$ cat src/hdl/g2h_pkg.sv
// Package for the Gregorian to tabular Hijri date converter.
// Holds the fixed-point constants and the two month lookup tables.
// No dependencies.
package g2h_pkg;

  localparam int unsigned PIPE_STAGES = 11;

  localparam logic [10:0] YEAR_MUL     = 11'd1461;
  localparam logic [14:0] YEAR_BASE    = 15'd4716;
  localparam logic [12:0] CENT_RECIP   = 13'd5243;
  localparam int unsigned CENT_SHIFT   = 19;
  localparam logic [24:0] JD_OFFSET    = 25'd1949961;
  localparam logic [29:0] HY_BIAS      = 30'd10646;
  localparam logic [13:0] HY_DIV       = 14'd10631;
  localparam logic [14:0] HY_RECIP     = 15'd25250;
  localparam int unsigned HY_SHIFT     = 28;
  localparam logic [15:0] D30_RECIP    = 16'd34952;
  localparam int unsigned D30_SHIFT    = 20;
  localparam logic [4:0]  D30_DIV      = 5'd30;
  localparam logic [9:0]  HYEAR_DAYS   = 10'd354;
  localparam logic [5:0]  HMONTH_LEN2  = 6'd59;
  localparam logic [4:0]  HMONTH_BIAS  = 5'd28;
  localparam logic [4:0]  HDAY_MAX     = 5'd30;

  typedef logic [8:0] gday_t;

  function automatic gday_t month_days_f(input logic [3:0] m);
    gday_t d;
    case (m)
      4'd0:    d = 9'd30;
      4'd1:    d = 9'd61;
      4'd2:    d = 9'd91;
      4'd3:    d = 9'd122;
      4'd4:    d = 9'd153;
      4'd5:    d = 9'd183;
      4'd6:    d = 9'd214;
      4'd7:    d = 9'd244;
      4'd8:    d = 9'd275;
      4'd9:    d = 9'd306;
      4'd10:   d = 9'd336;
      4'd11:   d = 9'd367;
      4'd12:   d = 9'd397;
      4'd13:   d = 9'd428;
      4'd14:   d = 9'd459;
      default: d = 9'd489;
    endcase
    return d;
  endfunction

  function automatic gday_t hmonth_start_f(input logic [3:0] hm);
    gday_t d;
    case (hm)
      4'd2:    d = 9'd29;
      4'd3:    d = 9'd59;
      4'd4:    d = 9'd88;
      4'd5:    d = 9'd118;
      4'd6:    d = 9'd147;
      4'd7:    d = 9'd177;
      4'd8:    d = 9'd206;
      4'd9:    d = 9'd236;
      4'd10:   d = 9'd265;
      4'd11:   d = 9'd295;
      4'd12:   d = 9'd324;
      default: d = 9'd0;
    endcase
    return d;
  endfunction

endpackage

$ cat src/hdl/gregorian_to_hijri_tabular.sv
// Gregorian to tabular Hijri date converter, eleven-stage pipeline.
// Depends on g2h_pkg for constants and month tables.
//
// Usage:
//   Input channel in_*: one request carries a Gregorian year, month and day.
//   It is taken at a rising edge with in_valid high and in_stall low.
//   Result channel out_*: one Hijri day, month and year per request, in
//   order, offered with out_valid and taken when out_stall is low.
//   Configuration: cfg_we writes cfg_wdata into the signed day adjustment,
//   added to the Julian day ahead of the conversion. Write only when idle.
// Throughput: one request per cycle while out_stall stays low; the depth is set
//   by the two reciprocal divisions (by 10631 and by 30) with their multiply
//   and correction steps.
// Reset (rst_n low, synchronous): all stage valids clear and the day
//   adjustment returns to zero.
// Stall: a stalled result holds in the last stage; each stage holds only
//   while it is full and the one after it cannot advance, so empty stages
//   keep filling and in_stall rises only once every stage is full.
module gregorian_to_hijri_tabular (
  input  logic        clk,
  input  logic        rst_n,
  input  logic        cfg_we,
  input  logic [7:0]  cfg_wdata,
  input  logic        in_valid,
  output logic        in_stall,
  input  logic [13:0] in_greg_year,
  input  logic [3:0]  in_greg_month,
  input  logic [4:0]  in_greg_day,
  output logic        out_valid,
  input  logic        out_stall,
  output logic [4:0]  out_hijri_day,
  output logic [3:0]  out_hijri_month,
  output logic [13:0] out_hijri_year
);
  import g2h_pkg::*;

  localparam int NS = PIPE_STAGES;

  logic [7:0]    day_adjust_r;
  logic [NS:1]   v_r;
  logic [NS+1:1] rdy;

  // stage 1
  logic        early_m;
  logic [15:0] yy;
  logic [14:0] ysh;
  logic [25:0] a_prod;
  logic [3:0]  mm;
  logic [22:0] s1_a_r;
  logic [26:0] s1_cp_nxt, s1_cp_r;
  logic        s1_yneg_r;
  gday_t       s1_b_r;
  logic [4:0]  s1_day_r;

  // stage 2
  logic [7:0]  cent;
  logic [24:0] s2_since_nxt, s2_since_r;

  // stage 3
  logic [29:0] n_w;
  logic [27:0] s3_mag_nxt, s3_mag_r;
  logic        s3_neg_r;
  logic [24:0] s3_since_r;

  // stage 4
  logic [42:0] hy_p;
  logic [14:0] s4_q0_r;
  logic [27:0] s4_mag_r;
  logic        s4_neg_r;
  logic [24:0] s4_since_r;

  // stage 5
  logic [28:0] pd_w;
  logic [27:0] s5_pd_r;
  logic [14:0] s5_q0_r;
  logic [27:0] s5_mag_r;
  logic        s5_neg_r;
  logic [24:0] s5_since_r;

  // stage 6
  logic [27:0] hy_rem;
  logic [14:0] hy_q;
  logic [15:0] s6_hy_nxt, s6_hy_r;
  logic [24:0] s6_since_r;

  // stage 7
  logic [19:0] t_w;
  logic [19:0] t_abs;
  logic [33:0] t_p;
  logic [13:0] s7_q30_r;
  logic [17:0] s7_tmag_r;
  logic        s7_tneg_r;
  logic [15:0] s7_hy_r;
  logic [24:0] s7_since_r;

  // stage 8
  logic [17:0] r30;
  logic [13:0] q30;
  logic [14:0] s8_d30_nxt, s8_d30_r;
  logic [24:0] s8_ym_nxt, s8_ym_r;
  logic [15:0] s8_hy_r;
  logic [24:0] s8_since_r;

  // stage 9
  logic [24:0] ystart;
  logic [25:0] s9_into_nxt, s9_into_r;
  logic [15:0] s9_hy_r;

  // stage 10
  logic [26:0] ix;
  logic [27:0] x2;
  logic [3:0]  s10_hm_nxt, s10_hm_r;
  logic [25:0] s10_into_r;
  logic [15:0] s10_hy_r;

  // stage 11
  logic [26:0] hd_w;
  logic [4:0]  s11_hd_nxt, s11_hd_r;
  logic [3:0]  s11_hm_r;
  logic [15:0] s11_hy_r;

  always_ff @(posedge clk) begin
    if (!rst_n) begin
      day_adjust_r <= 8'd0;
    end else if (cfg_we) begin
      day_adjust_r <= cfg_wdata;
    end
  end

  // advance a stage when it is empty or the next one advances
  always_comb begin
    rdy[NS+1] = !out_stall;
    for (int k = NS; k >= 1; k--) begin
      rdy[k] = !v_r[k] || rdy[k+1];
    end
  end

  assign in_stall = !rdy[1];

  always_ff @(posedge clk) begin
    if (!rst_n) begin
      v_r <= '0;
    end else begin
      if (rdy[1]) begin
        v_r[1] <= in_valid;
      end
      for (int k = 2; k <= NS; k++) begin
        if (rdy[k]) begin
          v_r[k] <= v_r[k-1];
        end
      end
    end
  end

  always_comb begin
    early_m   = (in_greg_month <= 4'd2);
    yy        = early_m ? ({2'b00, in_greg_year} - 16'd1) : {2'b00, in_greg_year};
    ysh       = yy[14:0] + YEAR_BASE;
    a_prod    = 26'(ysh) * 26'(YEAR_MUL);
    s1_cp_nxt = 27'(yy[13:0]) * 27'(CENT_RECIP);
    mm        = early_m ? (in_greg_month + 4'd12) : in_greg_month;
  end

  always_comb begin
    cent = s1_yneg_r ? 8'd0 : s1_cp_r[CENT_SHIFT +: 8];
    s2_since_nxt = 25'(s1_a_r) + 25'(s1_b_r) + 25'(s1_day_r) - 25'(cent)
                 + 25'(cent[7:2]) + {{17{day_adjust_r[7]}}, day_adjust_r} - JD_OFFSET;
  end

  always_comb begin
    n_w = ({{5{s2_since_r[24]}}, s2_since_r} * 30'd30) + HY_BIAS;
    s3_mag_nxt = n_w[29] ? 28'(30'd0 - n_w) : n_w[27:0];
  end

  assign hy_p = 43'(s3_mag_r) * 43'(HY_RECIP);
  assign pd_w = 29'(s4_q0_r) * 29'(HY_DIV);

  always_comb begin
    hy_rem    = s5_mag_r - s5_pd_r;
    hy_q      = s5_q0_r + 15'(hy_rem >= 28'(HY_DIV));
    s6_hy_nxt = s5_neg_r ? (16'd0 - {1'b0, hy_q}) : {1'b0, hy_q};
  end

  always_comb begin
    t_w   = 20'd3 + ({{4{s6_hy_r[15]}}, s6_hy_r} * 20'd11);
    t_abs = t_w[19] ? (20'd0 - t_w) : t_w;
    t_p   = 34'(t_abs[17:0]) * 34'(D30_RECIP);
  end

  always_comb begin
    r30        = s7_tmag_r - (18'(s7_q30_r) * 18'(D30_DIV));
    q30        = s7_q30_r + 14'(r30 >= 18'(D30_DIV));
    s8_d30_nxt = s7_tneg_r ? (15'd0 - {1'b0, q30}) : {1'b0, q30};
    s8_ym_nxt  = ({{9{s7_hy_r[15]}}, s7_hy_r} - 25'd1) * 25'(HYEAR_DAYS);
  end

  always_comb begin
    ystart      = s8_ym_r + {{10{s8_d30_r[14]}}, s8_d30_r};
    s9_into_nxt = {s8_since_r[24], s8_since_r} - {ystart[24], ystart};
  end

  // count month boundaries passed; clamp to 1..12
  always_comb begin
    ix = {s9_into_r[25], s9_into_r} + 27'(HMONTH_BIAS);
    x2 = {ix, 1'b0};
    s10_hm_nxt = 4'd1;
    for (int k = 2; k <= 12; k++) begin
      if ($signed(x2) >= $signed(28'(HMONTH_LEN2) * 28'(k))) begin
        s10_hm_nxt = s10_hm_nxt + 4'd1;
      end
    end
  end

  always_comb begin
    hd_w = {s10_into_r[25], s10_into_r} - 27'(hmonth_start_f(s10_hm_r)) + 27'd1;
    if ($signed(hd_w) < 27'sd1) begin
      s11_hd_nxt = 5'd1;
    end else if ($signed(hd_w) > $signed(27'(HDAY_MAX))) begin
      s11_hd_nxt = HDAY_MAX;
    end else begin
      s11_hd_nxt = hd_w[4:0];
    end
  end

  always_ff @(posedge clk) begin
    if (rdy[1]) begin
      s1_a_r    <= a_prod[24:2];
      s1_cp_r   <= s1_cp_nxt;
      s1_yneg_r <= yy[15];
      s1_b_r    <= month_days_f(mm);
      s1_day_r  <= in_greg_day;
    end
    if (rdy[2]) begin
      s2_since_r <= s2_since_nxt;
    end
    if (rdy[3]) begin
      s3_mag_r   <= s3_mag_nxt;
      s3_neg_r   <= n_w[29];
      s3_since_r <= s2_since_r;
    end
    if (rdy[4]) begin
      s4_q0_r    <= hy_p[HY_SHIFT +: 15];
      s4_mag_r   <= s3_mag_r;
      s4_neg_r   <= s3_neg_r;
      s4_since_r <= s3_since_r;
    end
    if (rdy[5]) begin
      s5_pd_r    <= pd_w[27:0];
      s5_q0_r    <= s4_q0_r;
      s5_mag_r   <= s4_mag_r;
      s5_neg_r   <= s4_neg_r;
      s5_since_r <= s4_since_r;
    end
    if (rdy[6]) begin
      s6_hy_r    <= s6_hy_nxt;
      s6_since_r <= s5_since_r;
    end
    if (rdy[7]) begin
      s7_q30_r   <= t_p[D30_SHIFT +: 14];
      s7_tmag_r  <= t_abs[17:0];
      s7_tneg_r  <= t_w[19];
      s7_hy_r    <= s6_hy_r;
      s7_since_r <= s6_since_r;
    end
    if (rdy[8]) begin
      s8_d30_r   <= s8_d30_nxt;
      s8_ym_r    <= s8_ym_nxt;
      s8_hy_r    <= s7_hy_r;
      s8_since_r <= s7_since_r;
    end
    if (rdy[9]) begin
      s9_into_r <= s9_into_nxt;
      s9_hy_r   <= s8_hy_r;
    end
    if (rdy[10]) begin
      s10_hm_r   <= s10_hm_nxt;
      s10_into_r <= s9_into_r;
      s10_hy_r   <= s9_hy_r;
    end
    if (rdy[11]) begin
      s11_hd_r <= s11_hd_nxt;
      s11_hm_r <= s10_hm_r;
      s11_hy_r <= s10_hy_r;
    end
  end

  assign out_valid       = v_r[NS];
  assign out_hijri_day   = s11_hd_r;
  assign out_hijri_month = s11_hm_r;
  assign out_hijri_year  = s11_hy_r[13:0];

endmodule

$ cat config.mk
export PLATFORM = sky130hd
export DESIGN_NAME = gregorian_to_hijri_tabular
export DESIGN_NICKNAME = d
export VERILOG_FILES = /design/src/hdl/g2h_pkg.sv /design/src/hdl/gregorian_to_hijri_tabular.sv
export SDC_FILE = /design/constraint.sdc
export NUM_CORES = 2
export LEC_CHECK = 0
export CORE_ASPECT_RATIO = 0.7
export CORE_UTILIZATION = 45
export DETAILED_ROUTE_END_ITERATION = 10
export DONT_BUFFER_PORTS = 1
export GPL_TIMING_DRIVEN = 0
export SKIP_LAST_GASP = 1
export SYNTH_ARGS = -nofsm -noshare
export SYNTH_HDL_FRONTEND = slang
export SYNTH_SLANG_ARGS = --single-unit
$ cat constraint.sdc
create_clock -name clk -period 9.35 [get_ports clk]
set_clock_uncertainty 0.05 [all_clocks]
set_input_delay 0.935 -clock clk [delete_from_list [all_inputs] [get_ports clk]]
set_output_delay 0.935 -clock clk [all_outputs]
set_load 0.005 [all_outputs]
==> out/metrics.yaml <==
drive_above_1_share_pct: 5.027
cts_tree: "built"
crit_path_start_kind: "primary input"
synthFlopType: "edfxtp_1"
die-area_um2: 123700
crit_type: "primary input to register"
grt_setup_unrepaired: "yes"
numPortBuffers: 0
slowest_stage: "xor2_1"
cts_sinks: 614
std_cell_rows: 106
drtIter0Drc: 2068
maxCapViolations: 0
hold_buffers: 0
syn_area_per_cell_um2: 10.95
synth_common_cells: "1009 x inv_1, 915 x ha_1, 586 x edfxtp_1"
tns_ns: 0
synthCells: 5027
grt_max_degree: 74
slew_viol_final: 0
netlist.area_leader.share_pct: 31.97
synth_edf_count: 586
gp_congestion: 0.8608
final_hold_viol_count: 0
hold_class: "primary input to register"
grt_use_total_pct: 18.30
grt_first_pass_wirelength_mm: 180.5
num-nets-final: 6502
cp-end-kind: "register"
fin_crit_ns: 8.910
firstDrtPassIters: 5
die_h_um: 294.6
ys_seq_area_share_pct: 32.99
drt-total-wl_mm: 108.4
antenna_found_initial: 2
fillers: 10730
ys_warn_count: 0
status: "complete, no violations"
syn_to_final_growth_pct: 9.375
drc: 0
cts_htree_levels: 3
cts_buffers: 67
dp_hpwl_mm: 87.54
worstPathMaxFanout: 7
num_vias: 34450
synthesis.area_um2: 55040
coreArea_um2: 120300
synth-async-reset-ratio_pct: 0
max_freq_mhz: 112.2
cpPeakStageDelay_ns: 0.81
ant_nets: 0
yosysTopAreaCell: "edfxtp_1"
gr-total-overflow: 0
insertion_delay_ns: 0.65
dp_slack_ns: -1.172
cts_root_buf: "clkbuf_16"
clockBufferDepth: 3
worstMarginPinSlew_ns: 1.198
period_share_pct: 95.30
start_util_pct: 45.75
slew_headroom_pct: 20.04
setup_ws_ns: 0.4398
worstPathRequired_ns: 9.70
arrival_ns: 9.26
final_util_pct: 50.04
setup_viol: 0
yosysMostFrequentCell: "inv_1"
io_pins: 61
synth.area.top_cells: "edfxtp_1 32%, ha_1 21%, fa_1 15%"
ys_seq_elements: 614
clkSlewWorstSetupHoldPaths_ns: 0.06
syn_nets: 6390
viasPerCell: 5.056
grt_pass1_vias: 34010
avgRoutedWirePerCell_um: 15.91
die_x_um: 420
yosysUniqueCellTypes: 97
==> registers in the layout, indices dropped and copies added (netlist names), 17 cells and up, named ones only <==
| signal | cells |
|---|---|
| s1_a_r | 23 |
| s3_since_r | 25 |
| s8_since_r | 25 |
| s10_into_r | 26 |
| s5_since_r | 25 |
| s2_since_r | 25 |
| s4_since_r | 25 |
| s5_mag_r | 27 |
| s6_since_r | 25 |
| s4_mag_r | 27 |
| s3_mag_r | 27 |
| s7_tmag_r | 17 |
| s9_into_r | 26 |
| s5_pd_r | 28 |
| s8_ym_r | 24 |
| s7_since_r | 25 |
==> logic make-up (layout without fill, tap and decap cells) <==
group	after synthesis	count (layout)	synth area share, %
mux	36	36	0.6752
fa+ha+maj	1327	1327	35.79
xor+xnor	414	414	6.695
simple gates	830	830	7.611
flops	614	614	32.99
other cells	0	2	0
compound gates	769	769	9.150
buf+inv	1037	1202	7.091
==> what timing repair did <==
item,4_1_cts,5_1_grt
pin swaps,4,14
buffers inserted,8,27
setup endpoints to repair,13,22
gates resized for setup,17,44
==> cell usage in the layout (no fill, tap or decap), types with 28 or more instances in the layout <==
master,instances
nor3_1,79
xor2_1,122
or3_1,29
fa_1,411
a21oi_1,209
buf_4,37
nand2b_1,41
clkbuf_16,69
a21o_1,65
o21ai_0,141
xnor2_1,274
nor2b_1,47
and3_1,45
o21bai_1,59
dfxtp_1,28
inv_1,1002
nand3_1,70
nor2_1,205
ha_1,914
edfxtp_1,586
a31oi_1,31
nand2_1,174
o21a_1,49
==> cell type report <==
cell class | instances | area, um2 | area share (%)
repair buffers | 43 | 440.4 | 0.7316
clock inverters | 44 | 616.8 | 1.025
flip-flops and latches | 614 | 18160 | 30.16
multi-input cells | 3376 | 33270 | 55.26
diodes | 2 | 5.005 | 0.008314
well taps | 1620 | 2027 | 3.367
plain buffers | 25 | 115.1 | 0.1912
inverters | 1012 | 3810 | 6.329
clock buffers | 78 | 1760 | 2.924
==> final timing paths <==
kind,startpoint,to,slack [ns],depth (start not counted)
worst min-delay path,in_greg_day[0],s1_day_r[0]$_DFFE_PN_,0.33,0
worst max register to register,s6_hy_r[0]$_DFFE_PP_,s7_q30_r[13]$_DFFE_PP_,0.47,37
worst min register to register,s7_since_r[4]$_DFFE_PP_,s8_since_r[4]$_DFFE_PP_,0.35,0
worst max-delay path,in_greg_month[2],s1_a_r[22]$_DFFE_PN_,0.44,31
==> per-layer routing <==
metal	part of all wire, %	wire length (um)	up-vias	GRT usage (%)
met5	0	0	-	0
met4	1.6	1695	0	3.409
met3	4.9	5287	108	3.381
met2	40	42980	511	25.58
met1	54	58480	16490	29.08
li1	-	-	17340	-
==> worst max-delay path, delay by kind of cell <==
family	cells	cell delay, ns
AO/OA/AOI/OAI	10	2.14
buffers and inverters	4	0.59
adder cells (fa/ha/maj)	8	3.25
XOR/XNOR	3	1.39
AND/OR/NAND/NOR	6	0.96
==> per-stage QoR <==
stage	hold WS, ns	cell area, um2	cells
after floorplan	0.3503	55040	5027
after global placement	0.3503	57060	6647
after detailed placement	0.3545	57260	6655
after CTS	0.2675	59790	6785
after global routing	0.2869	60200	6813
final	0.3336	60200	6814
Power is left out: the tool's default activity adds up to more than one toggle a clock period on the data nets, which glitch-free logic cannot reach.
